<file path="src/rtl/h2r_pkg.sv">
// Shared constants, types and fixed-point formats of the HSV to RGB converter.
package h2r_pkg;

  // Hue format: degrees with HUE_FRAC_BITS fractional bits
  localparam int HUE_FRAC_BITS = 7;
  localparam int HUE_W         = 16;
  localparam int PIX_W         = 8;
  localparam int PROD_W        = 2 * PIX_W;

  // Hue units in one sextant (60 degrees) and in a full circle
  localparam longint unsigned SEXT_UNITS   = 64'd60 << HUE_FRAC_BITS;
  localparam longint unsigned CIRCLE_UNITS = SEXT_UNITS * 64'd6;
  localparam logic [31:0]     SEXT_32      = 32'(SEXT_UNITS);
  localparam logic [31:0]     CIRCLE_32    = 32'(CIRCLE_UNITS);

  // Sextant weight t spans 0 .. SEXT_UNITS inclusive
  localparam int T_W = $clog2(SEXT_UNITS + 64'd1);

  // SEXT_UNITS = 15 << SEXT_SHIFT, so dividing by it is a shift and a divide by 15
  localparam int SEXT_SHIFT = HUE_FRAC_BITS + 2;
  localparam int DIV_A      = 15;
  localparam int FULL_SCALE = 255;

  // Numerator of the x+m channel: at most 255*255*SEXT_UNITS
  localparam int NUM_W = $clog2(64'd65025 * SEXT_UNITS + 64'd1);

  // Numerator after the shift is at most 255*255*15, quotient by 15 at most 255*255
  localparam int Q15_W = 20;
  localparam int Q255_W = PROD_W;

  // Reciprocal estimates; each one is low by at most one, fixed by a single compare
  localparam int               RCP15_SH  = Q15_W;
  localparam int               RCP15_W   = 17;
  localparam logic [RCP15_W-1:0] RCP15   = RCP15_W'((64'd1 << RCP15_SH) / 64'd15);
  localparam int               RCP255_SH = Q255_W;
  localparam int               RCP255_W  = 9;
  localparam logic [RCP255_W-1:0] RCP255 = RCP255_W'((64'd1 << RCP255_SH) / 64'd255);

  // Hue sextants, named after the colors at their ends
  typedef enum logic [2:0] {
    SEXT_RED_YEL = 3'd0,
    SEXT_YEL_GRN = 3'd1,
    SEXT_GRN_CYN = 3'd2,
    SEXT_CYN_BLU = 3'd3,
    SEXT_BLU_MAG = 3'd4,
    SEXT_MAG_RED = 3'd5
  } sextant_t;

  // Front end result: sextant, weight and the two chroma products
  typedef struct packed {
    sextant_t             k;
    logic [T_W-1:0]       t;
    logic [PROD_W-1:0]    vs;
    logic [PROD_W-1:0]    p;
    logic [PIX_W-1:0]     v;
  } h2r_wt_t;

  // Mixer result: shifted x numerator, offset channel and brightness
  typedef struct packed {
    sextant_t             k;
    logic [Q15_W-1:0]     q1;
    logic [PIX_W-1:0]     m;
    logic [PIX_W-1:0]     v;
  } h2r_mx_t;

endpackage

</file>
<file path="src/rtl/h2r_front.sv">
// Hue wrap, sextant search, sextant weight and chroma products (two stages).
module h2r_front (
  input  logic                         clk,
  input  logic                         rst_n,
  input  logic                         en,
  input  logic                         vld_in,
  input  logic [h2r_pkg::HUE_W-1:0]    hue,
  input  logic [h2r_pkg::PIX_W-1:0]    sat,
  input  logic [h2r_pkg::PIX_W-1:0]    bri,
  output logic                         vld_out,
  output h2r_pkg::h2r_wt_t             wt_out
);
  import h2r_pkg::*;

  logic              vld_a_r;
  logic [HUE_W-1:0]  h_r;
  logic [PIX_W-1:0]  s_r;
  logic [PIX_W-1:0]  v_r;
  logic [HUE_W-1:0]  h_nxt;
  logic [31:0]       hue_ext;
  logic [31:0]       hue_wrap;

  logic              vld_b_r;
  h2r_wt_t           wt_r;
  h2r_wt_t           wt_nxt;
  logic [2:0]        cnt;
  logic [31:0]       r_wide;
  logic [T_W-1:0]    r;

  // Wrap the hue once around the circle
  always_comb begin
    hue_ext  = {16'b0, hue};
    hue_wrap = (hue_ext >= CIRCLE_32) ? (hue_ext - CIRCLE_32) : hue_ext;
    h_nxt    = hue_wrap[HUE_W-1:0];
  end

  // Stage A valid
  always_ff @(posedge clk) begin
    if (!rst_n) begin
      vld_a_r <= 1'b0;
    end else if (en) begin
      vld_a_r <= vld_in;
    end
  end

  // Stage A payload
  always_ff @(posedge clk) begin
    if (en) begin
      h_r <= h_nxt;
      s_r <= sat;
      v_r <= bri;
    end
  end

  // Count sextant boundaries at or below the hue
  always_comb begin
    cnt = 3'd0;
    for (int i = 1; i < 6; i++) begin
      if ({16'b0, h_r} >= SEXT_32 * 32'(i)) cnt = cnt + 3'd1;
    end
  end

  // Position inside the sextant, mirrored in odd sextants; chroma products
  always_comb begin
    r_wide    = {16'b0, h_r} - SEXT_32 * {29'b0, cnt};
    r         = r_wide[T_W-1:0];
    wt_nxt.k  = sextant_t'(cnt);
    wt_nxt.t  = cnt[0] ? (T_W'(SEXT_32) - r) : r;
    wt_nxt.vs = PROD_W'(v_r) * PROD_W'(s_r);
    wt_nxt.p  = PROD_W'(v_r) * PROD_W'(PIX_W'(FULL_SCALE) - s_r);
    wt_nxt.v  = v_r;
  end

  // Stage B valid
  always_ff @(posedge clk) begin
    if (!rst_n) begin
      vld_b_r <= 1'b0;
    end else if (en) begin
      vld_b_r <= vld_a_r;
    end
  end

  // Stage B payload
  always_ff @(posedge clk) begin
    if (en) begin
      wt_r <= wt_nxt;
    end
  end

  assign vld_out = vld_b_r;
  assign wt_out  = wt_r;

endmodule

</file>
<file path="src/rtl/h2r_mix.sv">
// Weighted chroma sum for x+m and the offset channel m = v*(255-s)/255 (two stages).
module h2r_mix (
  input  logic              clk,
  input  logic              rst_n,
  input  logic              en,
  input  logic              vld_in,
  input  h2r_pkg::h2r_wt_t  wt_in,
  output logic              vld_out,
  output h2r_pkg::h2r_mx_t  mx_out
);
  import h2r_pkg::*;

  logic                         vld_c_r;
  logic [NUM_W-1:0]             a_r;
  logic [NUM_W-1:0]             b_r;
  logic [PIX_W-1:0]             qm0_r;
  logic [PROD_W-1:0]            p_r;
  sextant_t                     k_r;
  logic [PIX_W-1:0]             v_r;
  logic [NUM_W-1:0]             a_nxt;
  logic [NUM_W-1:0]             b_nxt;
  logic [PROD_W+RCP255_W-1:0]   pm_prod;
  logic [PIX_W-1:0]             qm0_nxt;

  logic                         vld_d_r;
  h2r_mx_t                      mx_r;
  h2r_mx_t                      mx_nxt;
  logic [NUM_W-1:0]             num;
  logic [PROD_W-1:0]            rem_m;

  // Products: v*s*t, v*(255-s)*S, and the reciprocal estimate of m
  always_comb begin
    a_nxt   = NUM_W'(wt_in.vs) * NUM_W'(wt_in.t);
    b_nxt   = (NUM_W'(wt_in.p) * NUM_W'(DIV_A)) << SEXT_SHIFT;
    pm_prod = (PROD_W + RCP255_W)'(wt_in.p) * (PROD_W + RCP255_W)'(RCP255);
    qm0_nxt = PIX_W'(pm_prod >> RCP255_SH);
  end

  // Stage C valid
  always_ff @(posedge clk) begin
    if (!rst_n) begin
      vld_c_r <= 1'b0;
    end else if (en) begin
      vld_c_r <= vld_in;
    end
  end

  // Stage C payload
  always_ff @(posedge clk) begin
    if (en) begin
      a_r   <= a_nxt;
      b_r   <= b_nxt;
      qm0_r <= qm0_nxt;
      p_r   <= wt_in.p;
      k_r   <= wt_in.k;
      v_r   <= wt_in.v;
    end
  end

  // Sum numerator, drop the power-of-two part of S, correct the m estimate
  always_comb begin
    num       = a_r + b_r;
    rem_m     = p_r - PROD_W'(qm0_r) * PROD_W'(FULL_SCALE);
    mx_nxt.k  = k_r;
    mx_nxt.q1 = Q15_W'(num >> SEXT_SHIFT);
    mx_nxt.m  = (rem_m >= PROD_W'(FULL_SCALE)) ? (qm0_r + 8'd1) : qm0_r;
    mx_nxt.v  = v_r;
  end

  // Stage D valid
  always_ff @(posedge clk) begin
    if (!rst_n) begin
      vld_d_r <= 1'b0;
    end else if (en) begin
      vld_d_r <= vld_c_r;
    end
  end

  // Stage D payload
  always_ff @(posedge clk) begin
    if (en) begin
      mx_r <= mx_nxt;
    end
  end

  assign vld_out = vld_d_r;
  assign mx_out  = mx_r;

endmodule

</file>
<file path="src/rtl/h2r_scale.sv">
// Divide the x numerator by 15 then by 255, and route channels by sextant (four stages).
module h2r_scale (
  input  logic                        clk,
  input  logic                        rst_n,
  input  logic                        en,
  input  logic                        vld_in,
  input  h2r_pkg::h2r_mx_t            mx_in,
  output logic                        vld_out,
  output logic [h2r_pkg::PIX_W-1:0]   red,
  output logic [h2r_pkg::PIX_W-1:0]   green,
  output logic [h2r_pkg::PIX_W-1:0]   blue
);
  import h2r_pkg::*;

  typedef struct packed {
    sextant_t          k;
    logic [PIX_W-1:0]  m;
    logic [PIX_W-1:0]  v;
  } side_t;

  // Stage E: estimate q1/15
  logic                         vld_e_r;
  logic [Q15_W-1:0]             q1_e_r;
  logic [Q255_W-1:0]            qa0_r;
  side_t                        sd_e_r;
  logic [Q15_W+RCP15_W-1:0]     qa_prod;
  logic [Q255_W-1:0]            qa0_nxt;

  // Stage F: corrected y = q1/15
  logic                         vld_f_r;
  logic [Q255_W-1:0]            y_f_r;
  side_t                        sd_f_r;
  logic [Q15_W-1:0]             rem_a;
  logic [Q255_W-1:0]            y_nxt;

  // Stage G: estimate y/255
  logic                         vld_g_r;
  logic [Q255_W-1:0]            y_g_r;
  logic [PIX_W-1:0]             qb0_r;
  side_t                        sd_g_r;
  logic [Q255_W+RCP255_W-1:0]   qb_prod;
  logic [PIX_W-1:0]             qb0_nxt;

  // Stage H: output register
  logic                         vld_h_r;
  logic [PIX_W-1:0]             red_r;
  logic [PIX_W-1:0]             green_r;
  logic [PIX_W-1:0]             blue_r;
  logic [Q255_W-1:0]            rem_b;
  logic [PIX_W-1:0]             x;
  logic [PIX_W-1:0]             red_nxt;
  logic [PIX_W-1:0]             green_nxt;
  logic [PIX_W-1:0]             blue_nxt;

  // Advance all stage valids together
  always_ff @(posedge clk) begin
    if (!rst_n) begin
      vld_e_r <= 1'b0;
      vld_f_r <= 1'b0;
      vld_g_r <= 1'b0;
      vld_h_r <= 1'b0;
    end else if (en) begin
      vld_e_r <= vld_in;
      vld_f_r <= vld_e_r;
      vld_g_r <= vld_f_r;
      vld_h_r <= vld_g_r;
    end
  end

  // Reciprocal estimate of q1/15
  always_comb begin
    qa_prod = (Q15_W + RCP15_W)'(mx_in.q1) * (Q15_W + RCP15_W)'(RCP15);
    qa0_nxt = Q255_W'(qa_prod >> RCP15_SH);
  end

  // Correct the /15 estimate by one compare
  always_comb begin
    rem_a = q1_e_r - Q15_W'(qa0_r) * Q15_W'(DIV_A);
    y_nxt = (rem_a >= Q15_W'(DIV_A)) ? (qa0_r + 16'd1) : qa0_r;
  end

  // Reciprocal estimate of y/255
  always_comb begin
    qb_prod = (Q255_W + RCP255_W)'(y_f_r) * (Q255_W + RCP255_W)'(RCP255);
    qb0_nxt = PIX_W'(qb_prod >> RCP255_SH);
  end

  // Correct the /255 estimate, then route C, X and M to the channels
  always_comb begin
    rem_b = y_g_r - Q255_W'(qb0_r) * Q255_W'(FULL_SCALE);
    x     = (rem_b >= Q255_W'(FULL_SCALE)) ? (qb0_r + 8'd1) : qb0_r;
    unique case (sd_g_r.k)
      SEXT_RED_YEL: begin
        red_nxt = sd_g_r.v; green_nxt = x;        blue_nxt = sd_g_r.m;
      end
      SEXT_YEL_GRN: begin
        red_nxt = x;        green_nxt = sd_g_r.v; blue_nxt = sd_g_r.m;
      end
      SEXT_GRN_CYN: begin
        red_nxt = sd_g_r.m; green_nxt = sd_g_r.v; blue_nxt = x;
      end
      SEXT_CYN_BLU: begin
        red_nxt = sd_g_r.m; green_nxt = x;        blue_nxt = sd_g_r.v;
      end
      SEXT_BLU_MAG: begin
        red_nxt = x;        green_nxt = sd_g_r.m; blue_nxt = sd_g_r.v;
      end
      default: begin
        red_nxt = sd_g_r.v; green_nxt = sd_g_r.m; blue_nxt = x;
      end
    endcase
  end

  // Stage payloads
  always_ff @(posedge clk) begin
    if (en) begin
      q1_e_r   <= mx_in.q1;
      qa0_r    <= qa0_nxt;
      sd_e_r   <= '{k: mx_in.k, m: mx_in.m, v: mx_in.v};
      y_f_r    <= y_nxt;
      sd_f_r   <= sd_e_r;
      y_g_r    <= y_f_r;
      qb0_r    <= qb0_nxt;
      sd_g_r   <= sd_f_r;
      red_r    <= red_nxt;
      green_r  <= green_nxt;
      blue_r   <= blue_nxt;
    end
  end

  assign vld_out = vld_h_r;
  assign red     = red_r;
  assign green   = green_r;
  assign blue    = blue_r;

endmodule

</file>
<file path="src/rtl/hsv_to_rgb_converter.sv">
// Top level of the pipelined HSV to RGB pixel converter.
// Converts one pixel per clock: hue in degrees with HUE_FRAC_BITS fractional
// bits, saturation and brightness as 8-bit fractions, to truncated 8-bit RGB.
// The pipeline is eight register stages deep, and the last stage is the
// output register. A request passes through stages A to H in order, and its
// result shows on the outputs once it reaches the output register.
// Throughput is one request per cycle as long as out_ready stays
// high. When the output register holds a result that is not taken, every
// stage freezes together and in_ready drops in the same cycle; no request
// is lost or repeated. The block holds no state beyond the pipeline.
module hsv_to_rgb_converter (
  input  logic                         clk,
  input  logic                         rst_n,
  input  logic                         in_valid,
  output logic                         in_ready,
  input  logic [h2r_pkg::HUE_W-1:0]    in_hue,
  input  logic [h2r_pkg::PIX_W-1:0]    in_saturation,
  input  logic [h2r_pkg::PIX_W-1:0]    in_brightness,
  output logic                         out_valid,
  input  logic                         out_ready,
  output logic [h2r_pkg::PIX_W-1:0]    out_red,
  output logic [h2r_pkg::PIX_W-1:0]    out_green,
  output logic [h2r_pkg::PIX_W-1:0]    out_blue
);
  import h2r_pkg::*;

  logic     adv;
  logic     vld_wt;
  logic     vld_mx;
  h2r_wt_t  wt;
  h2r_mx_t  mx;

  // Advance the whole pipeline unless a result waits at the output
  assign adv      = !out_valid || out_ready;
  assign in_ready = adv;

  h2r_front u_front (
    .clk     (clk),
    .rst_n   (rst_n),
    .en      (adv),
    .vld_in  (in_valid),
    .hue     (in_hue),
    .sat     (in_saturation),
    .bri     (in_brightness),
    .vld_out (vld_wt),
    .wt_out  (wt)
  );

  h2r_mix u_mix (
    .clk     (clk),
    .rst_n   (rst_n),
    .en      (adv),
    .vld_in  (vld_wt),
    .wt_in   (wt),
    .vld_out (vld_mx),
    .mx_out  (mx)
  );

  h2r_scale u_scale (
    .clk     (clk),
    .rst_n   (rst_n),
    .en      (adv),
    .vld_in  (vld_mx),
    .mx_in   (mx),
    .vld_out (out_valid),
    .red     (out_red),
    .green   (out_green),
    .blue    (out_blue)
  );

endmodule

</file>
<file path="config.mk">
export PLATFORM = sky130hd
export DESIGN_NAME = hsv_to_rgb_converter
export DESIGN_NICKNAME = d
export VERILOG_FILES = /design/src/rtl/h2r_pkg.sv /design/src/rtl/h2r_front.sv /design/src/rtl/h2r_mix.sv /design/src/rtl/h2r_scale.sv /design/src/rtl/hsv_to_rgb_converter.sv
export SDC_FILE = /design/constraint.sdc
export NUM_CORES = 2
export LEC_CHECK = 0
export BUFFER_PORTS_ARGS = -buffer_cell sky130_fd_sc_hd__buf_2
export CAP_MARGIN = 30
export CORE_ASPECT_RATIO = 1.1
export CORE_MARGIN = 4
export CORE_UTILIZATION = 47
export CTS_CLUSTER_DIAMETER = 120
export DETAILED_ROUTE_END_ITERATION = 7
export GPL_ROUTABILITY_DRIVEN = 0
export GPL_TIMING_DRIVEN = 0
export PLACE_DENSITY_LB_ADDON = 0.05
export SLEW_MARGIN = 20
export SYNTH_ARGS = -nofsm -noshare
export SYNTH_HDL_FRONTEND = slang
export SYNTH_HIERARCHICAL = 1
export SYNTH_SLANG_ARGS = --single-unit
</file>
<file path="constraint.sdc">
create_clock -name clk -period 17.3 [get_ports clk]
set_input_delay 4.325 -clock clk [delete_from_list [all_inputs] [get_ports clk]]
set_output_delay 4.325 -clock clk [all_outputs]
set_load 0.01 [all_outputs]
</file>
# --- Word level (Yosys, flattened, before mapping) ---
# Cells that the tools add are included.
classes:
  muxes: 13
  shift: 0
  eq_ne: 4
  div: 0
  n_reduce_logical: 9
  n_bitwise: 0
  mul: 11
  magnitude_cmp: 9
  n_addsub: 15
op_table:
  columns: ["op", "count"]
  rows:
  - ["multiplier 16 x 9 -> 24 bit (second input constant)", 2]
  - ["one-hot mux 8 bit (2 select lines)", 3]
  - ["multiplier 16 x 4 -> 20 bit (second input constant)", 2]
  - ["multiplier 20 x 17 -> 36 bit (second input constant)", 1]
  - ["greater-or-equal comparator 16 x 15 -> 1 bit (second input constant)", 2]
  - ["greater-or-equal comparator 16 bit (second input constant)", 2]
  - ["greater-or-equal comparator 16 x 8 -> 1 bit (second input constant)", 2]
  - ["multiplier 8 x 8 -> 16 bit (second input constant)", 2]
  - ["two-way mux 16 bit", 2]
  - ["subtractor 16 bit", 2]
  - ["adder 29 bit", 1]
  - ["multiplier 16 x 13 -> 29 bit", 1]
  - ["greater-or-equal comparator 20 x 4 -> 1 bit (second input constant)", 1]
  - ["subtractor 20 bit", 1]
  - ["adder 16 x 1 -> 16 bit (second input constant)", 1]
  - ["adder 8 x 1 -> 8 bit (second input constant)", 2]
  - ["greater-or-equal comparator 16 x 13 -> 1 bit (second input constant)", 1]
  - ["greater-or-equal comparator 16 x 14 -> 1 bit (second input constant)", 1]
  - ["multiplier 8 x 16 -> 16 bit", 1]
  - ["multiplier 8 x 8 -> 16 bit", 1]
  - ["two-way mux 8 bit", 2]
  - ["subtractor 16 bit (second input constant)", 1]
  - ["two-way mux 13 bit", 1]
  - ["subtractor 13 bit", 1]
  - ["14 further kinds", 25]
totals:
  output_inout_bits: 26
  mem_bits_ro: 0
  latch_bits: 0
  n_memories: 0
  elab_cells: 104
  ff_bits: 376
  ramBits: 0
  input_bits: 36

# --- Depth between registers and ports, before layout ---
logic_depth:
  ltp_word: 14
  depth_mapped: 21

# --- By module ---
# Netlist, hierarchy kept.
modules_own_cells:
  columns: ["module", "instances", "area_per_inst_um2", "cells_each", "seq_area_each_um2"]
  rows:
  - ["h2r_mix", 1, 15138.3, 1468, 3433.3]
  - ["h2r_scale", 1, 14585.2, 1361, 4794.6]
  - ["h2r_front", 1, 7810.0, 727, 2682.6]
  - ["hsv_to_rgb_converter", 1, 6.3, 1, 0.0]

# --- Worst setup path before layout ---
# OpenSTA, ideal clock, no wires.
synth_path:
  path_type: "input to output"
  from: "input port out_ready"
  to: "output port in_ready"
  slack_ns: -0.115
  n_path_buf: 0
  required_time_ns: 12.975
  path_stages: 1
  arrival_time_ns: 13.090
  path_cell_list: "nand2b_1"
synth_between:
  elab_chain_cells: 1
synth_rtl:
  columns: ["element", "line", "source"]
  rows:
  - ["start: declaration", "hsv_to_rgb_converter.sv:20", "input logic out_ready,"]
  - ["logical OR 1 bit", "hsv_to_rgb_converter.sv:34", "assign adv = !out_valid || out_ready;"]
  - ["end: declaration", "hsv_to_rgb_converter.sv:15", "output logic in_ready,"]
# Every way passes these cells.

# --- Final worst setup path ---
# Same ends and word-level chain as after synthesis.

==> flow_metrics.tcl <==
set metrics [dict create \
    synth_xor_xnor_area_share_pct 4.023 \
    viasPerCell 5.211 \
    pin_count 62 \
    holdPathEnd "u_scale/sd_e_r[16]$_DFFE_PP_" \
    cts_tree "done" \
    holdBufCountCts 0 \
    drt-total-wl_um 80680 \
    status "complete, no violations" \
    grt_pass1_wl_um 135800 \
    routedWlPerCell_um 16.97 \
    ys_seq_elements 366 \
    r2r_start "u_front/wt_out[50]$_DFFE_PP_" \
    fin_worst_skew_ns 0.02480 \
    setup_viol 0 \
    dp_hpwl_um 65350 \
    io_buffers 61 \
    worstRegToRegCells 18 \
    die_y_um 304.4 \
    grt_use_total_pct 19.50 \
    drc_errors 0 \
    synthMuxAreaShare_pct 0.6866 \
    clk_pin_slew_ns 0.06 \
    tns_ns 0 \
    syn-cell-area_sq_um 37540 \
    hold_path_class "reg -> reg" \
    die_w_um 277.5 \
    syn-mean-instance-area_sq_um 10.55 \
    core_sq_um 79050 \
    place_inst 4670 \
    synthFlopType "edfxtp_1" \
    worst_pin_slew_ns 0.7544 \
    synth_compound_area_share_pct 8.616 \
    fp.dieArea_sq_um 84460 \
    start_kind "primary input" \
    whs_path_depth 0 \
    grt_pass1_vias 26986 \
    final_max_slew_viol_count 0 \
    synth_top_family_by_area "adder cells" \
    path_max_fanout 54 \
    antenna_found_initial 0 \
    syn-num-nets 4485 \
    cp.arrival_ns 5.60 \
    postCtsSetupRepairBufs 0 \
    ys_async_sr_fraction_pct 0 \
    rsz0062_at_grt "false" \
    reg2reg_slack_ns 10.69 \
    cts_resized 0 \
    critical_path_required_ns 12.98 \
    cts_buffers 45 \
    drv_cap 0 \
    synth-simple-area-share_pct 11.64 \
    clock_path_buffers 3 \
    cp-end-kind "output port" \
    netlist_instances 3557 \
    vias 24774 \
    syn_to_final_growth_pct 8.613 \
    finalCritPeriodShare_pct 57.37 \
    nets 4601 \
    ys_types 107 \
    critical_path_class "in -> out" \
    hold_viol 0 \
    yosysSeqAreaShare_pct 29.06 \
    max_slew_margin_pct 49.70 \
    numClockSinks 366 \
    grt_start_max_net_pins 59 \
    instances_no_fill 4754 \
    first_iter_violations 1095 \
    synth_edf_count 358 \
    start_util_pct 47.49 \
    layout_min_cycle_time_ns 9.925 \
    grt_overflow_total 0 \
    cts-htree-levels 2 \
    cts-root-buf "clkbuf_16" \
    min_from "u_mix/mx_out[36]$_DFFE_PP_" \
    synth_fa_ha_area_share_pct 37.91 \
    clock.fmax_mhz 100.8 \
    antenna_left 0 \
    drive_gt1_share_pct 5.663 \
    dr.pass1.iters 8 \
    clock_latency_ns 0.58 \
    ys_warn_count 6 \
    fp-row-count 108 \
    worstReg2RegEnd "u_mix/a_r[28]$_DFFE_PP_" \
]
[Yosys cell counts (35+ instances only)]
cell | count | area share, %
a21o_1 | 35 | 0.70
nor2_1 | 106 | 1.1
inv_1 | 721 | 7.2
xnor2_1 | 126 | 2.9
xor2_1 | 42 | 0.98
a21oi_1 | 127 | 1.7
clkbuf_1 | 65 | 0.65
edfxtp_1 | 358 | 29
nand3_1 | 54 | 0.72
nand2b_1 | 44 | 0.73
o21ai_0 | 84 | 1.1
and2_1 | 140 | 2.3
nor3_1 | 46 | 0.61
nor2b_1 | 60 | 1.0
fa_1 | 409 | 22
ha_1 | 483 | 16
nand2_1 | 241 | 2.4
[cells in the final DEF (no fill, tap or decap), types with 22 or more instances in the layout]
| master | Yosys | final |
|---|---|---|
| fa_1 | 409 | 409 |
| a21oi_1 | 127 | 127 |
| o21a_1 | 22 | 22 |
| clkbuf_1 | 65 | 71 |
| xnor2_1 | 126 | 126 |
| inv_1 | 721 | 721 |
| and3_1 | 23 | 23 |
| ha_1 | 483 | 483 |
| nor3_1 | 46 | 46 |
| nor2b_1 | 60 | 60 |
| buf_2 | 4 | 65 |
| and2_1 | 140 | 140 |
| nand3_1 | 54 | 54 |
| o21ai_0 | 84 | 84 |
| a211oi_1 | 23 | 23 |
| nand2_1 | 241 | 241 |
| xor2_1 | 42 | 42 |
| a21o_1 | 35 | 35 |
| nand2b_1 | 44 | 43 |
| clkbuf_16 | 0 | 45 |
| edfxtp_1 | 358 | 358 |
| nor2_1 | 106 | 106 |
[logic make-up after synthesis]
family	Yosys count
fa+ha+maj	892
flops	366
mux	23
simple gates	831
buf+inv	799
xor+xnor	170
compound gates	476
[worst max-delay path by stage]
| stage | startpoint | to | slack [ns] | cells past startpoint |
|---|---|---|---|---|
| after floorplan | out_ready | in_ready | 4.06 | 1 |
| after global placement | out_ready | in_ready | 1.44 | 3 |
| after detailed placement | out_ready | in_ready | 7.36 | 4 |
| after CTS | out_ready | in_ready | 7.36 | 4 |
| after global routing | out_ready | in_ready | 7.27 | 4 |
| final | out_ready | in_ready | 7.38 | 4 |
[stage by stage]
| step | util, % | instance area [sq um] | hold WS (ns) | worst slack [ns] |
|---|---|---|---|---|
| after floorplan | - | 37540 | 0.4003 | 4.060 |
| after global routing | 51.57 | 40770 | 0.4212 | 7.270 |
| after detailed placement | 49.75 | 39330 | 0.4045 | 7.360 |
| final | 51.58 | 40770 | 0.4088 | 7.375 |
| after global placement | 49.53 | 39160 | 0.4013 | 1.436 |
| after CTS | 51.57 | 40770 | 0.4086 | 7.363 |
[worst max-delay path, cell delays in order]
cell      delay, ns
buf_2          0.08
nand2b_4       0.58
buf_16         0.32
buf_2          0.19
[routing by layer]
layer | share of wire, % | up-vias | routed length (um) | GRT usage (%)
li1 | - | 12037 | - | -
met2 | 50 | 463 | 40590 | 35.21
met4 | 3.5 | 0 | 2792 | 6.458
met3 | 3.5 | 166 | 2793 | 2.286
met5 | 0 | - | 0 | 0
met1 | 43 | 12108 | 34500 | 24.33
[state kept, by name (all words and copies together) (netlist names), 3 cells and up]
signal          cells
u_front/wt_out     56
u_mix/mx_out       39
u_mix/a_r          20
u_scale/q1_e_r     20
u_mix/b_r          19
u_scale/sd_e_r     19
u_scale/sd_f_r     19
u_scale/sd_g_r     19
u_front/h_r        16
u_mix/p_r          16
u_scale/qa0_r      16
u_scale/y_f_r      16
u_scale/y_g_r      16
u_front/s_r         8
u_front/v_r         8
u_mix/qm0_r         8
u_mix/v_r           8
u_scale/blue        8
u_scale/green       8
u_scale/qb0_r       8
u_scale/red         8
u_mix/k_r           3
[final cells by class]
type	instances	area, sq um
clock inverter	31	286.5
tap	1045	1308
sequential	366	10910
fill	7079	38280
antenna	1	2.502
clock buffer	51	1149
multi-input combinational	2392	23610
inverter	722	2710
buffer	77	317.8
timing repair buffer	69	480.5
Power is left out: the tool's default activity adds up to more than one toggle a clock period on the data nets, which glitch-free logic cannot reach.
